### src/hdl/hmcp_pkg.sv
// Package with the word types, codes and character constants of the hex monitor command parser.
package hmcp_pkg;

  typedef struct packed {
    logic       op;
    logic [7:0] character;
  } in_word_t;

  typedef struct packed {
    logic [2:0]  kind;
    logic [31:0] first_address;
    logic [31:0] last_address;
    logic [7:0]  write_data;
  } out_word_t;

  typedef enum logic [2:0] {
    MODE_READ  = 3'd0,
    MODE_WRITE = 3'd1,
    MODE_GO    = 3'd2,
    MODE_HELP  = 3'd3,
    MODE_ADDRS = 3'd4
  } mode_t;

  typedef enum logic [3:0] {
    CLS_HEX,
    CLS_SPACE,
    CLS_COLON,
    CLS_DOT,
    CLS_PLUS,
    CLS_QUEST,
    CLS_AT,
    CLS_GO,
    CLS_OTHER
  } char_cls_t;

  typedef struct packed {
    char_cls_t  cls;
    logic [3:0] digit;
  } char_info_t;

  localparam logic       OP_CHAR = 1'b0;
  localparam logic       OP_EOL  = 1'b1;

  localparam logic [2:0] KIND_DUMP    = 3'd0;
  localparam logic [2:0] KIND_WRITE   = 3'd1;
  localparam logic [2:0] KIND_GO      = 3'd2;
  localparam logic [2:0] KIND_RESTART = 3'd3;
  localparam logic [2:0] KIND_HELP    = 3'd4;
  localparam logic [2:0] KIND_ADDRS   = 3'd5;
  localparam logic [2:0] KIND_SHOW    = 3'd6;

  localparam logic [31:0] RANGE_SPAN = 32'h0000_000F;

  localparam logic [7:0] CH_0     = 8'h30;
  localparam logic [7:0] CH_9     = 8'h39;
  localparam logic [7:0] CH_A     = 8'h41;
  localparam logic [7:0] CH_F     = 8'h46;
  localparam logic [7:0] CH_SPACE = 8'h20;
  localparam logic [7:0] CH_COLON = 8'h3A;
  localparam logic [7:0] CH_DOT   = 8'h2E;
  localparam logic [7:0] CH_PLUS  = 8'h2B;
  localparam logic [7:0] CH_QUEST = 8'h3F;
  localparam logic [7:0] CH_AT    = 8'h40;
  localparam logic [7:0] CH_G     = 8'h47;
  localparam logic [7:0] HEX_TEN  = 8'd10;

endpackage

### src/hdl/hex_monitor_command_parser.sv
// Top level of the hex monitor command parser: input register, parser engine, result register.
//
// The input channel carries one word per command character or end of line (op set).
// A word is taken when in_valid is high and in_stall is low. The result channel
// carries at most one word per input word: a dump range, byte write, go, restart,
// help, addresses or show-address request, taken when out_valid is high and
// out_stall is low. The restart address is written through the cfg channel, which
// is always ready and should only be used while the parser is idle.
// Each input word is registered in the input register, processed combinationally by the
// parser logic, and its result is registered in the result register.
// The block takes one word per cycle for as long as results are drained.
// When the receiver stalls, the pending result is held; words that produce no
// result still move through, and the input side stalls only once a word with a
// result finds the result register occupied.
// Reset clears both addresses, returns to read mode at the start of an empty line,
// sets the restart address to zero and empties both registers.
module hex_monitor_command_parser import hmcp_pkg::*; (
  input  logic        clk,
  input  logic        rst_n,
  input  logic        in_valid,
  output logic        in_stall,
  input  in_word_t    in_word,
  output logic        out_valid,
  input  logic        out_stall,
  output out_word_t   out_word,
  input  logic        cfg_valid,
  output logic        cfg_ready,
  input  logic [31:0] cfg_data
);

  logic        in_valid_r;
  in_word_t    in_word_r;
  logic        out_valid_r;
  out_word_t   out_word_r;
  logic [31:0] restart_r;
  logic        res_valid;
  out_word_t   res_word;
  logic        fire;

  assign cfg_ready = 1'b1;
  assign fire      = in_valid_r && (!res_valid || !out_valid_r || !out_stall);
  assign in_stall  = in_valid_r && !fire;
  assign out_valid = out_valid_r;
  assign out_word  = out_word_r;

  hmcp_engine u_engine (
    .clk             (clk),
    .rst_n           (rst_n),
    .fire            (fire),
    .word            (in_word_r),
    .restart_address (restart_r),
    .res_valid       (res_valid),
    .res_word        (res_word)
  );

  always_ff @(posedge clk) begin
    if (!rst_n) begin
      restart_r <= '0;
    end else if (cfg_valid && cfg_ready) begin
      restart_r <= cfg_data;
    end
  end

  always_ff @(posedge clk) begin
    if (!rst_n) begin
      in_valid_r <= 1'b0;
    end else if (in_valid && !in_stall) begin
      in_valid_r <= 1'b1;
    end else if (fire) begin
      in_valid_r <= 1'b0;
    end
  end

  always_ff @(posedge clk) begin
    if (in_valid && !in_stall) begin
      in_word_r <= in_word;
    end
  end

  always_ff @(posedge clk) begin
    if (!rst_n) begin
      out_valid_r <= 1'b0;
    end else if (fire && res_valid) begin
      out_valid_r <= 1'b1;
    end else if (!out_stall) begin
      out_valid_r <= 1'b0;
    end
  end

  always_ff @(posedge clk) begin
    if (fire && res_valid) begin
      out_word_r <= res_word;
    end
  end

endmodule

### src/hdl/hmcp_char_class.sv
// Character classifier: hex digit value or terminator class of one command character.
module hmcp_char_class import hmcp_pkg::*; (
  input  logic [7:0] ch,
  output char_info_t info
);

  logic [7:0] num_val;
  logic [7:0] let_val;

  assign num_val = ch - CH_0;
  assign let_val = ch - CH_A + HEX_TEN;

  always_comb begin
    info.digit = 4'd0;
    case (ch) inside
      [CH_0:CH_9]: begin
        info.cls   = CLS_HEX;
        info.digit = num_val[3:0];
      end
      [CH_A:CH_F]: begin
        info.cls   = CLS_HEX;
        info.digit = let_val[3:0];
      end
      CH_SPACE: info.cls = CLS_SPACE;
      CH_COLON: info.cls = CLS_COLON;
      CH_DOT:   info.cls = CLS_DOT;
      CH_PLUS:  info.cls = CLS_PLUS;
      CH_QUEST: info.cls = CLS_QUEST;
      CH_AT:    info.cls = CLS_AT;
      CH_G:     info.cls = CLS_GO;
      default:  info.cls = CLS_OTHER;
    endcase
  end

endmodule

### src/hdl/hmcp_engine.sv
// Parser state registers and the single-pass update that yields at most one result word.
module hmcp_engine import hmcp_pkg::*; (
  input  logic        clk,
  input  logic        rst_n,
  input  logic        fire,
  input  in_word_t    word,
  input  logic [31:0] restart_address,
  output logic        res_valid,
  output out_word_t   res_word
);

  logic [31:0] start_r, start_nxt;
  logic [31:0] end_r, end_nxt;
  mode_t       mode_r, mode_nxt;
  logic        tgt_r, tgt_nxt;
  logic        seg_r, seg_nxt;
  logic        empty_r, empty_nxt;
  char_info_t  info;

  hmcp_char_class u_class (
    .ch   (word.character),
    .info (info)
  );

  always_comb begin : update
    logic first;
    logic do_close;
    start_nxt = start_r;
    end_nxt   = end_r;
    mode_nxt  = mode_r;
    tgt_nxt   = tgt_r;
    seg_nxt   = seg_r;
    empty_nxt = empty_r;
    first     = 1'b0;
    do_close  = 1'b0;
    res_valid = 1'b0;
    res_word  = '0;

    if (word.op == OP_EOL) begin
      do_close = seg_r;
      if (!seg_r && empty_r) begin
        res_valid              = 1'b1;
        res_word.kind          = KIND_SHOW;
        res_word.first_address = start_r;
      end
    end else begin
      empty_nxt = 1'b0;
      if (!seg_r) begin
        seg_nxt = 1'b1;
        first   = 1'b1;
        end_nxt = start_r;
        tgt_nxt = (mode_r == MODE_WRITE);
      end
      case (info.cls)
        CLS_HEX: begin
          if (tgt_nxt) begin
            end_nxt = {(first ? 28'd0 : end_nxt[27:0]), info.digit};
          end else begin
            start_nxt = {(first ? 28'd0 : start_nxt[27:0]), info.digit};
          end
        end
        CLS_SPACE: do_close = 1'b1;
        CLS_COLON: begin
          mode_nxt = MODE_WRITE;
          tgt_nxt  = 1'b1;
          end_nxt  = '0;
        end
        CLS_DOT: begin
          tgt_nxt = 1'b1;
          end_nxt = '0;
        end
        CLS_PLUS: begin
          tgt_nxt  = 1'b1;
          end_nxt  = start_nxt + RANGE_SPAN;
          do_close = 1'b1;
        end
        CLS_QUEST: begin
          mode_nxt = MODE_HELP;
          do_close = 1'b1;
        end
        CLS_AT: begin
          mode_nxt = MODE_ADDRS;
          do_close = 1'b1;
        end
        CLS_GO: begin
          mode_nxt = MODE_GO;
          do_close = 1'b1;
        end
        default: begin
        end
      endcase
    end

    if (do_close) begin
      if (!tgt_nxt) begin
        end_nxt = start_nxt;
      end
      seg_nxt   = 1'b0;
      res_valid = 1'b1;
      case (mode_nxt)
        MODE_WRITE: begin
          res_word.kind          = KIND_WRITE;
          res_word.first_address = start_nxt;
          res_word.write_data    = end_nxt[7:0];
          start_nxt              = start_nxt + 32'd1;
        end
        MODE_GO: begin
          res_word.kind = (start_nxt == restart_address) ? KIND_RESTART : KIND_GO;
          res_word.first_address = start_nxt;
        end
        MODE_HELP:  res_word.kind = KIND_HELP;
        MODE_ADDRS: res_word.kind = KIND_ADDRS;
        default: begin
          res_word.kind          = KIND_DUMP;
          res_word.first_address = start_nxt;
          res_word.last_address  = end_nxt;
        end
      endcase
    end

    if (word.op == OP_EOL) begin
      mode_nxt  = MODE_READ;
      tgt_nxt   = 1'b0;
      seg_nxt   = 1'b0;
      empty_nxt = 1'b1;
    end
  end

  always_ff @(posedge clk) begin
    if (!rst_n) begin
      start_r <= '0;
      end_r   <= '0;
      mode_r  <= MODE_READ;
      tgt_r   <= 1'b0;
      seg_r   <= 1'b0;
      empty_r <= 1'b1;
    end else if (fire) begin
      start_r <= start_nxt;
      end_r   <= end_nxt;
      mode_r  <= mode_nxt;
      tgt_r   <= tgt_nxt;
      seg_r   <= seg_nxt;
      empty_r <= empty_nxt;
    end
  end

endmodule
### config.mk
export PLATFORM = sky130hd
export DESIGN_NAME = hex_monitor_command_parser
export DESIGN_NICKNAME = d
export VERILOG_FILES = /design/src/hdl/hmcp_pkg.sv /design/src/hdl/hex_monitor_command_parser.sv /design/src/hdl/hmcp_char_class.sv /design/src/hdl/hmcp_engine.sv
export SDC_FILE = /design/constraint.sdc
export NUM_CORES = 1
export LEC_CHECK = 0
export BUFFER_PORTS_ARGS = -buffer_cell sky130_fd_sc_hd__buf_2
export CORE_ASPECT_RATIO = 1.2
export CORE_MARGIN = 3
export CORE_UTILIZATION = 45
export CTS_BUF_LIST = sky130_fd_sc_hd__clkbuf_8
export CTS_CLUSTER_SIZE = 10
export DETAILED_ROUTE_END_ITERATION = 12
export PLACE_DENSITY = 0.74
export SETUP_SLACK_MARGIN = 0.4
export SLEW_MARGIN = 0
export SYNTH_ARGS = -nofsm -noshare
export SYNTH_HDL_FRONTEND = slang
export SYNTH_SLANG_ARGS = --single-unit
### constraint.sdc
create_clock -name clk -period 8.9 [get_ports clk]
set_clock_uncertainty 0.05 [all_clocks]
set_input_delay 2.225 -clock clk [delete_from_list [all_inputs] [get_ports clk]]
set_output_delay 2.225 -clock clk [all_outputs]
set_load 0.02 [all_outputs]
Word-level counts from Yosys, hierarchy flattened
Cells that the tools add are included.
W data, S select, Z words.

operators by class
  add/sub/neg operators = 5
  $lt $le $gt $ge = 4
  equal/unequal tests = 21
  muxes and demuxes = 54
  bitwise logic cells = 1
  reduce and logical (&&, ||, !) cells = 24

operators by type and width
  kind                     number
  $mux W32                 12
  $pmux W32 S3             1
  $mux W75                 1
  $mux W35                 2
  $mux W28                 2
  $mux W4                  11
  $eq A8 B6 Y1 const B     5
  $add A32 B1 Y32 const B  1
  $add A32 B4 Y32 const B  1
  $eq A32 B32 Y1           1
  $pmux W3 S4              2
  $mux W1                  20
  $eq A4 B3 Y1 const B     4
  $eq A8 B7 Y1 const B     2
  $reduce_or A5 Y1         2
  $eq A4 B2 Y1 const B     2
  $ge A8 B6 Y1 const B     1
  $ge A8 B7 Y1 const B     1
  $le A8 B6 Y1 const B     1
  $le A8 B7 Y1 const B     1
  $mux W8                  1
  $sub A4 B1 Y4 const B    2
  $logic_and A1 B1 Y1      7
  $eq A3 B1 Y1 const B     2
  15 further kinds         24

storage, ports and cells
  flip-flop bits (word level) = 188
  bits of input ports = 46
  output and inout port bits = 78
  word-level logic and storage cells = 124

Longest topological paths before layout
Gate-level depths: netlist of run 1.

  depth after elaboration = 24
  mapped depth = 15
  gate-level depth less buffers = 12

By module
A second synthesis of run 1 with hierarchy kept.

unflattened totals
  cells, all modules = 1349
  area total of the unflattened synthesis = 11990.2 um^2

modules (own cells, without submodules)
  module                      instances  cells an instance  area each (um^2)  sequential area each (um^2)
  hmcp_engine                 1          1101               7719.9            1401.3
  hex_monitor_command_parser  1          200                3870.0            3203.1
  hmcp_char_class             1          48                 400.4             0.0

Worst setup path before layout of run 1
No wires, ideal clock.

  path type = input to register
  start point = input out_stall
  end point = register out_word_r (netlist bit out_word[0]), enable pin
  library setup time = 0.535 ns
  arrival time = 6.662 ns
  data required time = 8.315 ns
  setup slack = 1.653 ns
  cell stages on the path = 6
  path buffers = 2
  cells stage by stage = nand2_1 -> a21o_1 -> nand2_1 -> clkbuf_1 -> clkbuf_1 -> a21oi_1

between the ends
  longest elaborated chain between the ends = 4

ends and longest elaborated chain
  element               line                              text
  from (decl)           hex_monitor_command_parser.sv:24  input logic out_stall,
  $logic_not A1 Y1      -
  $logic_or A1 B1 Y1    hex_monitor_command_parser.sv:41  assign fire = in_valid_r && (!res_valid || !out_valid_r || !out_stall);
  $logic_and A1 B1 Y1   hex_monitor_command_parser.sv:41
  $logic_and A1 B1 Y1   hex_monitor_command_parser.sv:91  if (fire && res_valid) begin
  to (signal assigned)  hex_monitor_command_parser.sv:92  out_word_r <= res_word;
  to (decl)             hex_monitor_command_parser.sv:34  out_word_t out_word_r;

No other way between the ends.
A chain may end at the register's enable or synchronous reset.

Worst setup path after layout of run 1
  start point = register in_word_r[0] in the netlist's numbering
  end point = output in_stall

between the ends
  longest elaborated chain between the ends = 21
  elaborated cells between the ends (all ways) = 37
  those cells by class = order compare (4); eq/ne (12); mux (12); reduce/logical (9)

ends and longest elaborated chain
  element                                              line                              text
  from (decl)                                          hex_monitor_command_parser.sv:32  in_word_t in_word_r;
  from (signal assigned)                               hex_monitor_command_parser.sv:76  in_word_r <= in_word;
  $eq A8 B7 Y1 (no source line)                        -
  $mux W4 (8 in series)                                hmcp_char_class.sv:15             case (ch) inside
  $mux W4 *                                            hmcp_char_class.sv:15
  $eq A4 B1 Y1 / $eq A4 B3 Y1 (equally long branches)  hmcp_engine.sv:54                 case (info.cls)
  $reduce_or A5 Y1 (no source line) *                  -
  $mux W1 *                                            hmcp_engine.sv:54
  $mux W1 *                                            hmcp_engine.sv:39                 if (word.op == OP_EOL) begin
  $mux W1 *                                            hmcp_engine.sv:94                 if (do_close) begin
  $logic_not A1 Y1 *                                   hex_monitor_command_parser.sv:41
  $logic_or A1 B1 Y1 * (2 in series)                   hex_monitor_command_parser.sv:41
  $logic_and A1 B1 Y1 *                                hex_monitor_command_parser.sv:41
  $logic_not A1 Y1 *                                   hex_monitor_command_parser.sv:42  assign in_stall = in_valid_r && !fire;
  $logic_and A1 B1 Y1 *                                hex_monitor_command_parser.sv:42
  to (decl)                                            hex_monitor_command_parser.sv:21  output logic in_stall,

Mark *: on every way between the ends. The rest lies on a longest branch, timed or not.

==> run metrics, run 1 <==
result of the run finished, final reports clean; pin slew with the least headroom to its limit 1.313 ns; internal power contribution 1.214 mW; cell count after placement 1713; CTS hold repair buffers 0; Worst Reg-to-Reg Cells 11; max-slew violation total from the final report 0; routed length per placed instance 21.83 um; vertical die dimension 182.3 um; layout overhead on the synthesized area 9.341%; synthesized netlist net count 1426; Clock Pin Slew Worst Setup and Hold Paths 0.13 ns; maximum buffer depth of the clock tree 2; CTS tree yes; share of the clock period used by the worst path after layout 65.90%; diode insertion count for antenna repair 0; total clock sinks 188; Max Clock Freq 170.5 MHz; most used standard cell by instance count after synthesis sky130_fd_sc_hd__nand2_1; Clk Latency, worst-skew pair 0.51 ns; GR Overflow Total 0; start point of the critical path in_word_r[0]$_DFFE_PP_; per-instance average area after synthesis 8.482 um^2; leakage power 4.114 nW; minimum clock period after layout 5.865 ns; proportion of layout cells with a drive suffix above 1 15.07%; First DRT Iteration DRCs 1901; register-to-register setup slack 4.13 ns; relative contribution of combinational cells to total power 12.9%; Detail Route Antenna Nets 0; IO Count 124; power share of the sequential group 54.3%; post-detail-place hpwl 25.78 mm; type of element capturing the critical path output pin; number of antenna violations at the first check in global routing 0; post-layout utilization of the core 50.83%; starting density of the core 46.49%; total number of H-tree levels 4; CP Capture Point in_stall; number of placement rows 63; Net Switching 0.5506 mW; end of the worst register-to-register path u_engine.start_r[22]$_SDFFE_PN0P_; wire length of the first global-routing pass 59.38 mm; Die Area 0.02787 mm^2; final wirelength 38.10 mm; share of Yosys cell area claimed by the top area cell type 21.64%; final worst hold slack 0.4398 ns; post-synthesis cell type count 87; Power Dens Cells 138.5 mW/mm^2; number of flops mapped to enable cells by yosys 84; via count of the first global-routing pass 10340; worst setup timing slack at the placement stage 3.503 ns; data arrival time of the critical path 3.59 ns; Residual DRC 0; HP Class reg -> reg; Slew headroom 12.49%; RSZ-0062 raised after global routing no; area of the core 0.02507 mm^2; flip-flop cell with the highest count after synthesis sky130_fd_sc_hd__dfxtp_1; top cell type by total area after synthesis sky130_fd_sc_hd__edfxtp_1; worst vdd ir 0.00009331 V; number of standard cells in the final layout excluding fillers 1745; per-cell via count in the routed design 6.632; number of endpoints with negative hold slack in the final report 0; horizontal extent of the die 152.9 um; critical path fanouts, max 13; Final TNS setup 0 ns; kind of critical path reg -> out; crit path launch type flop; gr usage total 26.42%; part of the Yosys area used for sequential elements 39.51%; worst flop-to-flop path startpoint in_word_r[0]$_DFFE_PP_; finished layout cell area 0.01274 mm^2; largest net degree at the start of global routing 87; clock power share 32.8%; fraction of synthesis flops using an asynchronous set or reset pin 0%; number of post-CTS setup repair buffers 0; total power consumption of the routed design 1.765 mW; post-synthesis instance total 1374; flops & latches, synth 188; count of buffers inserted at the top-level ports 122; first drt pass iteration count 7; top cells by area, synth sky130_fd_sc_hd__edfxtp_1 22%, sky130_fd_sc_hd__dfxtp_1 18%, sky130_fd_sc_hd__nand2_1 4.4%, sky130_fd_sc_hd__nor2_1 4.3%, sky130_fd_sc_hd__mux2i_1 3.7%; placed standard-cell area 0.01237 mm^2; # resized after CTS 0; Layout Nets 1459; leading cell types by count after synthesis 138 x sky130_fd_sc_hd__nand2_1, 132 x sky130_fd_sc_hd__nor2_1, 104 x sky130_fd_sc_hd__dfxtp_1; Netlist Area Pre-Place 0.01165 mm^2; RePlAce Congestion 0.9705; number of maximum-capacitance violations 0; total via count after detailed routing 11570; count of endpoints failing setup in the final report 0; master cell of the clock root buffer sky130_fd_sc_hd__clkbuf_8; worst path setup slack after routing 3.035 ns; Worst EP required 6.63 ns; number of buffers created by CTS 17; Yosys warning total 0; net switching share of the total power 31.20%
==> logic make-up after synthesis <==
group	after synthesis	synth area share, %
AOI/OAI and AO/OA	420	25.16
xor gates and xnor gates	48	3.607
adders and majority gates	6	0.6442
buffers and inverters	158	5.400
DFF	188	39.51
muxes	48	4.176
other	1	0.03218
and+or+nand+nor	505	21.47
==> layer usage <==
metal	GRT usage, %	wire [um]	up-vias
met4	7.807	1047	0
met2	39.84	16610	799
met1	38.75	15830	5416
li1	-	-	5261
met5	0	0	-
met3	4.886	4605	96
==> flip-flops by register name, summed over array words and instances, names as in the netlist <==
name,cells
u_engine.end_r,32
out_word,75
u_engine.empty_r,1
u_engine.mode_r,3
in_valid_r,1
u_engine.start_r,32
u_engine.tgt_r,1
u_engine.seg_r,1
restart_r,32
in_word_r,9
out_valid,1
==> power by group through the flow <==
| stage | sequential, mW | combinational [mW] | clock, mW |
|---|---|---|---|
| finish | 0.958 | 0.227 | 0.579 |
| global route | 0.962 | 0.244 | 0.616 |
| CTS | 0.958 | 0.224 | 0.583 |
| detailed placement | 0.977 | 0.223 | 0 |
| global placement | 0.976 | 0.220 | 0 |
| floorplan | 0.989 | 0.137 | 0 |
==> how the worst min path moves through the flow <==
stage,slack (ns),depth (start not counted),from,end
5_1_grt,0.45,2,u_engine.end_r[18]$_SDFFE_PN0P_,u_engine.end_r[18]$_SDFFE_PN0P_
3_3_place_gp,0.41,2,u_engine.end_r[14]$_SDFFE_PN0P_,u_engine.end_r[14]$_SDFFE_PN0P_
2_1_floorplan,0.39,2,u_engine.end_r[15]$_SDFFE_PN0P_,u_engine.end_r[15]$_SDFFE_PN0P_
3_5_place_dp,0.42,2,u_engine.end_r[18]$_SDFFE_PN0P_,u_engine.end_r[18]$_SDFFE_PN0P_
4_1_cts,0.43,2,u_engine.end_r[18]$_SDFFE_PN0P_,u_engine.end_r[18]$_SDFFE_PN0P_
6_report,0.44,2,u_engine.end_r[9]$_SDFFE_PN0P_,u_engine.end_r[9]$_SDFFE_PN0P_
==> layout make-up <==
type,instances,area (um^2)
clock inverter,15,141.4
tap,325,406.6
timing repair buffer,147,798.3
fill,2387,12320
clock buffer,17,234.0
inverter,25,93.84
multi-input combinational,1028,6464
sequential,188,4604
==> critical path, cell delays in order, from the launching register on <==
cell and delay [ns]:
sky130_fd_sc_hd__edfxtp_1 0.51, sky130_fd_sc_hd__inv_1 0.12, sky130_fd_sc_hd__ha_1 0.26, sky130_fd_sc_hd__nor3b_2 0.20, sky130_fd_sc_hd__nor4b_4 0.76, sky130_fd_sc_hd__a311oi_1 0.13, sky130_fd_sc_hd__o22ai_1 0.16, sky130_fd_sc_hd__buf_4 0.26
sky130_fd_sc_hd__a21o_1 0.38, sky130_fd_sc_hd__nor2_1 0.13, sky130_fd_sc_hd__buf_2 0.18
==> layout by cell type, fill, tap and decap left out, types with 7 or more instances in the layout <==
master                      synthesis  routed
sky130_fd_sc_hd__nand2_1          138     137
sky130_fd_sc_hd__nor2_1           132     131
sky130_fd_sc_hd__buf_2             14     122
sky130_fd_sc_hd__dfxtp_1          104     104
sky130_fd_sc_hd__edfxtp_1          84      84
sky130_fd_sc_hd__a21oi_1           70      69
sky130_fd_sc_hd__o21ai_0           68      67
sky130_fd_sc_hd__nand3_1           62      62
sky130_fd_sc_hd__mux2i_1           43      42
sky130_fd_sc_hd__xnor2_1           42      42
sky130_fd_sc_hd__a211oi_1          41      41
sky130_fd_sc_hd__nor3_1            34      34
sky130_fd_sc_hd__a22oi_1           31      31
sky130_fd_sc_hd__o22ai_1           30      30
sky130_fd_sc_hd__nor4_1            26      26
sky130_fd_sc_hd__buf_4              3      25
sky130_fd_sc_hd__o211ai_1          23      23
sky130_fd_sc_hd__inv_1             20      21
sky130_fd_sc_hd__a31oi_1           21      21
sky130_fd_sc_hd__clkbuf_8           0      17
sky130_fd_sc_hd__or4_1             16      16
sky130_fd_sc_hd__a22o_1            16      16
sky130_fd_sc_hd__nand4_1           15      15
sky130_fd_sc_hd__and2_1            14      14
sky130_fd_sc_hd__or3_1             14      14
sky130_fd_sc_hd__o311ai_0          13      13
sky130_fd_sc_hd__o2111ai_1         12      12
sky130_fd_sc_hd__nand2b_1          10      10
sky130_fd_sc_hd__nor2b_1            9       9
sky130_fd_sc_hd__a21o_1             8       8
sky130_fd_sc_hd__a32oi_1            7       7
sky130_fd_sc_hd__a211o_1            7       7
sky130_fd_sc_hd__a221oi_1           7       7
Note: power is estimated with default switching activity, not from simulation.
==> run 2, diff against run 1 <==
PLACE_DENSITY = 0.76   (was 0.74)
clock period = 4.95 ns   (was 8.9 ns; I/O delays follow)
==> run 2 against run 1 <==
Via count is 1.1% higher. Flip-flop and latch count stayed put. First-iteration DRC count is 4.8% lower.
==> run metrics, run 2 (synthesized netlist as in run 1, its figures left out) <==
area used by sequential logic in the layout 0.004604 mm^2 (unchanged); maximum buffer depth of the clock tree 2 (unchanged); final wirelength 38.55 mm (was 38.10 mm); total number of H-tree levels 4 (unchanged); minimum clock period after layout 4.350 ns; wire length of the first global-routing pass 61.12 mm (was 59.38 mm); result of the run finished, final reports clean (unchanged); commonest non-fill, non-tap cell in the layout sky130_fd_sc_hd__nand2_1 (unchanged); count of endpoints failing setup in the final report 0 (unchanged); Final TNS setup 0 ns (unchanged); number of buffers created by CTS 17 (unchanged); Max Clock Freq 229.9 MHz; Residual DRC 0 (unchanged); largest incremental delay on the critical path 0.40 ns (was 0.76 ns); cell type with the highest occurrence count on the critical path sky130_fd_sc_hd__buf_4; data arrival time of the critical path 3.06 ns (was 3.59 ns); Die Area 0.02787 mm^2 (unchanged); total via count after detailed routing 11700 (was 11570); share of the clock period used by the worst path after layout 87.87%; Power Dens Cells 247.5 mW/mm^2 (was 138.5 mW/mm^2); type of element capturing the critical path output pin (unchanged); area of the core 0.02507 mm^2 (unchanged); post-layout utilization of the core 51.84% (was 50.83%); via count of the first global-routing pass 10600 (was 10340); per-cell via count in the routed design 6.623 (was 6.632); fill cell instance count of the final layout 2356 (was 2387); crit path launch type flop (unchanged); vertical die dimension 182.3 um (unchanged); kind of critical path reg -> out (unchanged); pin slew with the least headroom to its limit 1.192 ns (was 1.313 ns); crit path cell chain buf_4, ha_1, o21bai_1, a21oi_1, buf_4, a311oi_1, o22ai_1, a21o_1, nor2_2, buf_2 (was inv_1, ha_1, nor3b_2, nor4b_4, a311oi_1, o22ai_1, buf_4, a21o_1, nor2_1, buf_2); first drt pass iteration count 7 (unchanged); diode insertion count for antenna repair 0 (unchanged); gr usage total 26.97% (was 26.42%); critical path fanouts, max 12 (was 13); Slew headroom 20.53% (was 12.49%); number of placement rows 63 (unchanged); Largest register FFs 75 (unchanged); routed length per placed instance 21.83 um (about the same); Clk Latency, worst-skew pair 0.50 ns (was 0.51 ns); max-slew violation total from the final report 0 (unchanged); total area of multi-input combinational cells 0.006466 mm^2 (was 0.006464 mm^2); proportion of layout cells with a drive suffix above 1 16.38% (was 15.07%); Critical Path Slowest Stage Cell sky130_fd_sc_hd__edfxtp_1 (was sky130_fd_sc_hd__nor4b_4); starting density of the core 46.49% (unchanged); worst vdd ir 0.0001699 V (was 0.00009331 V); largest net degree at the start of global routing 75 (was 87); Detail Route Antenna Nets 0 (unchanged); CTS hold repair buffers 0 (unchanged); CTS tree yes (unchanged); post-detail-place hpwl 26.55 mm (was 25.78 mm); GR Overflow Total 0 (unchanged); commonest cells after routing, fill and taps aside 137 x sky130_fd_sc_hd__nand2_1, 130 x sky130_fd_sc_hd__nor2_1, 122 x sky130_fd_sc_hd__buf_2 (was 137 x sky130_fd_sc_hd__nand2_1, 131 x sky130_fd_sc_hd__nor2_1, 122 x sky130_fd_sc_hd__buf_2); count of buffers inserted at the top-level ports 122 (unchanged); horizontal extent of the die 152.9 um (unchanged); total power consumption of the routed design 3.216 mW (was 1.765 mW); First DRT Iteration DRCs 1810 (was 1901); worst setup timing slack at the placement stage 0.6251 ns (was 3.503 ns); Layout Nets 1480 (was 1459); total clock sinks 188 (unchanged); Clock Pin Slew Worst Setup and Hold Paths 0.11 ns (was 0.13 ns); master cell of the clock root buffer sky130_fd_sc_hd__clkbuf_8 (unchanged); layout overhead on the synthesized area 11.50% (was 9.341%); number of endpoints with negative hold slack in the final report 0 (unchanged); number of antenna violations at the first check in global routing 1 (was 0); HP Class reg -> reg (unchanged); leakage power 4.249 nW (was 4.114 nW); RSZ-0062 raised after global routing no (unchanged); IO Count 124 (unchanged); Worst EP required 3.66 ns (was 6.63 ns); RePlAce Congestion 0.9579 (was 0.9705); number of maximum-capacitance violations 0 (unchanged); worst path setup slack after routing 0.6004 ns (was 3.035 ns)
-- run 2: cell types whose count changed in the layout (fill, tap and decap cells not counted), sizes merged --
cell,delta
clkinv,+5
clkinvlp,-1
inv,-6
clkbuf,+1
buf,+21
bufinv,+1
-- run 2: layer usage --
metal / GRT usage (%) / wire [um] / vias up
met5: 0 / 0 / -
met4: 8.841 / 945 / 0
met3: 5.218 / 4681 / 72
met2: 39.08 / 16300 / 834
met1: 40.38 / 16620 / 5483
li1: - / - / 5308
-- run 2: what timing repair did --
action / 4_1_cts / 5_1_grt
pin swaps: 1 / 0
gates resized for setup: 0 / 1
endpoints found under the setup margin: 1 / 1
setup buffers: 2 / 0
-- run 2: per-stage QoR --
step                cells  hold WS, ns  instance area, um^2
CTS                  1766       0.4296                12990
floorplan            1374       0.3907                11660
global placement     1732       0.4053                12570
global route         1766       0.4497                12990
detailed placement   1732       0.4122                12570
finish               1766       0.4261                12990
-- run 2: final cells by class --
type,instances,area share [%]
repair buffers,168,7.838
clock inverters,14,1.204
flip-flops and latches,188,35.44
clock buffers,18,1.907
multi-input cells,1028,49.76
inverters,25,0.7222
well taps,325,3.130
-- run 2: power breakdown --
group	internal, mW	leakage [nW]	total, mW	switching (mW)
Combinational	0.139	2.43	0.421	0.282
Clock	0.433	0.209	1.07	0.636
Sequential	1.68	1.61	1.73	0.0476
-- run 2: worst max-delay path: cells and delay by family (launching register included) --
family	cells	cell delay [ns]
AOI/OAI and AO/OA	5	1.14
buffers and inverters	3	0.60
DFF	1	0.40
adders and majority gates	1	0.23
and+or+nand+nor	1	0.21
-- run 2: final timing paths --
path	start	to	slack (ns)	cells after the start
max	in_word_r[0]$_DFFE_PP_	in_stall	0.60	10
min	u_engine.end_r[15]$_SDFFE_PN0P_	u_engine.end_r[15]$_SDFFE_PN0P_	0.43	2
max reg2reg	in_word_r[1]$_DFFE_PP_	u_engine.start_r[30]$_SDFFE_PN0P_	0.71	12
min reg2reg	u_engine.end_r[15]$_SDFFE_PN0P_	u_engine.end_r[15]$_SDFFE_PN0P_	0.43	2
==> run 3, diff against run 2 <==
CORE_MARGIN = 1   (was 3)
CORE_UTILIZATION = 56   (was 45)
PLACE_DENSITY = 0.9   (was 0.76)
==> run 3 against run 2 <==
Cell count shrank 2.9%. Worst hold slack better by 0.00061 ns. Clock power is essentially flat. Register-to-register slack got worse by 0.12 ns. Global-route usage rose by 7.6 points. First-iteration DRC count up 26%. Combinational power is 1% higher. Maximum frequency down 1.3%. Via count increased by 2.5%. Sequential power about the same. Core utilization up 12 points. Critical endpoint unchanged. Largest power group unchanged.
==> run metrics, run 3 (synthesized netlist as in run 1, its figures left out) <==
CTS tree yes (unchanged); leakage power 4.295 nW (was 4.249 nW); Worst EP required 3.66 ns (about the same); wire length of the first global-routing pass 58.43 mm (was 61.12 mm); Net Switching 0.9058 mW (was 0.9659 mW); Residual DRC 0 (unchanged); number of maximum-capacitance violations 0 (unchanged); horizontal extent of the die 133.7 um (was 152.9 um); post-detail-place hpwl 25.51 mm (was 26.55 mm); via count of the first global-routing pass 10700 (was 10600); commonest cells after routing, fill and taps aside 137 x sky130_fd_sc_hd__nand2_1, 130 x sky130_fd_sc_hd__nor2_1, 122 x sky130_fd_sc_hd__buf_2 (unchanged); number of buffers created by CTS 17 (unchanged); routed length per placed instance 21.86 um (was 21.83 um); vertical die dimension 160.0 um (was 182.3 um); data arrival time of the critical path 3.12 ns (was 3.06 ns); count of endpoints failing setup in the final report 0 (unchanged); Detail Route Antenna Nets 0 (unchanged); largest net degree at the start of global routing 75 (unchanged); Max Clock Freq 226.9 MHz (was 229.9 MHz); maximum buffer depth of the clock tree 2 (unchanged); per-cell via count in the routed design 6.994 (was 6.623); Final TNS setup 0 ns (unchanged); Power Dens Cells 248.9 mW/mm^2 (was 247.5 mW/mm^2); worst path setup slack after routing 0.5430 ns (was 0.6004 ns); CTS hold repair buffers 0 (unchanged); proportion of layout cells with a drive suffix above 1 16.91% (was 16.38%); number of endpoints with negative hold slack in the final report 0 (unchanged); start point of the critical path in_word_r[0]$_DFFE_PP_ (unchanged); Die Area 0.02139 mm^2 (was 0.02787 mm^2); crit path launch type flop (unchanged); worst flop-to-flop path startpoint in_word_r[0]$_DFFE_PP_ (was in_word_r[1]$_DFFE_PP_); Clk Latency, worst-skew pair 0.49 ns (was 0.50 ns); total number of H-tree levels 4 (unchanged); gr usage total 34.60% (was 26.97%); RSZ-0062 raised after global routing no (unchanged); worst vdd ir 0.0001618 V (was 0.0001699 V); worst setup timing slack at the placement stage 0.3831 ns (was 0.6251 ns); fill cell instance count of the final layout 1669 (was 2356); minimum clock period after layout 4.407 ns (was 4.350 ns); number of antenna violations at the first check in global routing 0 (was 1); power share of the sequential group 53.2% (was 53.7%); GR Overflow Total 0 (unchanged); total clock sinks 188 (unchanged); clock power share 33.6% (was 33.3%); starting density of the core 57.33% (was 46.49%); Layout Nets 1488 (was 1480); Critical Path Slowest Stage Cell sky130_fd_sc_hd__edfxtp_1 (unchanged); first drt pass iteration count 7 (unchanged); HP Class reg -> reg (unchanged); diode insertion count for antenna repair 0 (unchanged); Clock Pin Slew Worst Setup and Hold Paths 0.10 ns (was 0.11 ns); number of placement rows 57 (was 63); net switching share of the total power 27.99% (was 30.04%); commonest non-fill, non-tap cell in the layout sky130_fd_sc_hd__nand2_1 (unchanged); total via count after detailed routing 11990 (was 11700); max-slew violation total from the final report 0 (unchanged); final wirelength 37.47 mm (was 38.55 mm); type of element capturing the critical path output pin (unchanged); result of the run finished, final reports clean (unchanged); kind of critical path reg -> out (unchanged); critical path fanouts, max 14 (was 12); pin slew with the least headroom to its limit 1.260 ns (was 1.192 ns); source of the worst hold timing path u_engine.end_r[9]$_SDFFE_PN0P_ (was u_engine.end_r[15]$_SDFFE_PN0P_); total power consumption of the routed design 3.237 mW (was 3.216 mW); Slew headroom 15.99% (was 20.53%); RePlAce Congestion 1.002 (was 0.9579); relative contribution of combinational cells to total power 13.2% (was 13.1%); Largest register FFs 75 (unchanged); IO Count 124 (unchanged); largest incremental delay on the critical path 0.50 ns (was 0.40 ns); crit path cell chain buf_4, ha_1, o21bai_1, a21oi_2, a311oi_1, o22ai_1, a21o_1, nor2_2, buf_2 (was buf_4, ha_1, o21bai_1, a21oi_1, buf_4, a311oi_1, o22ai_1, a21o_1, nor2_2, buf_2); internal power contribution 2.331 mW (was 2.250 mW); share of the clock period used by the worst path after layout 89.03% (was 87.87%); master cell of the clock root buffer sky130_fd_sc_hd__clkbuf_8 (unchanged); count of buffers inserted at the top-level ports 122 (unchanged); First DRT Iteration DRCs 2281 (was 1810); area of the core 0.02033 mm^2 (was 0.02507 mm^2); layout overhead on the synthesized area 11.57% (was 11.50%)
[run 3: path summary, 6_finish.rpt]
path | to | slack, ns | cells after the start
max | in_stall | 0.54 | 9
min | u_engine.end_r[9]$_SDFFE_PN0P_ | 0.43 | 2
max reg2reg | u_engine.start_r[28]$_SDFFE_PN0P_ | 0.59 | 13
min reg2reg | u_engine.end_r[9]$_SDFFE_PN0P_ | 0.43 | 2
[run 3: layout make-up]
cell class              instances  area (um^2)  area share, %
inverters                      25        93.84         0.7217
repair buffers                175         1050          8.074
flip-flops and latches        188         4604          35.41
multi-input cells            1029         6507          50.05
clock inverters                14        167.7          1.289
clock buffers                  18        247.7          1.905
well taps                     265        331.6          2.550
[run 3: worst max-delay path, delay by kind of cell, from the launching register on]
family / cells / cell delay (ns)
AND/OR/NAND/NOR: 1 / 0.23
adder cells (fa/ha/maj): 1 / 0.23
AO/OA/AOI/OAI: 5 / 1.27
flip-flops: 1 / 0.50
buffers and inverters: 2 / 0.41
[run 3: metal layers]
layer / vias up / share of wire, % / GRT usage [%]
li1: 5325 / - / -
met4: 0 / 5.2 / 17.98
met2: 1010 / 41 / 49.15
met1: 5480 / 40 / 48.33
met3: 173 / 14 / 8.762
met5: - / 0 / 0
[run 3: power by group through the flow]
stage	clock network [mW]	logic, mW	registers, mW
final	1.09	0.426	1.72
after global routing	1.13	0.451	1.73
after CTS	1.08	0.410	1.72
after detailed placement	0	0.408	1.75
after global placement	0	0.399	1.75
after floorplan	0	0.248	1.77
[run 3: what timing repair did]
| item | in CTS | in global routing |
|---|---|---|
| hold endpoints to repair | 0 | 0 |
| setup endpoints to repair | 4 | 12 |
| gates resized for setup | 1 | 7 |
| cloned | 0 | 1 |
| buffers inserted | 4 | 3 |
| pin swaps | 1 | 1 |
[run 3: metrics by stage]
step	cell area (um^2)	util [%]	instances	hold WS (ns)
4_1_cts	12930	63.63	1710	0.4267
5_1_grt	13000	63.97	1714	0.4479
2_1_floorplan	11660	-	1374	0.3907
6_report	13000	63.97	1714	0.4268
3_3_place_gp	12470	61.35	1674	0.3993
3_5_place_dp	12470	61.35	1674	0.4121
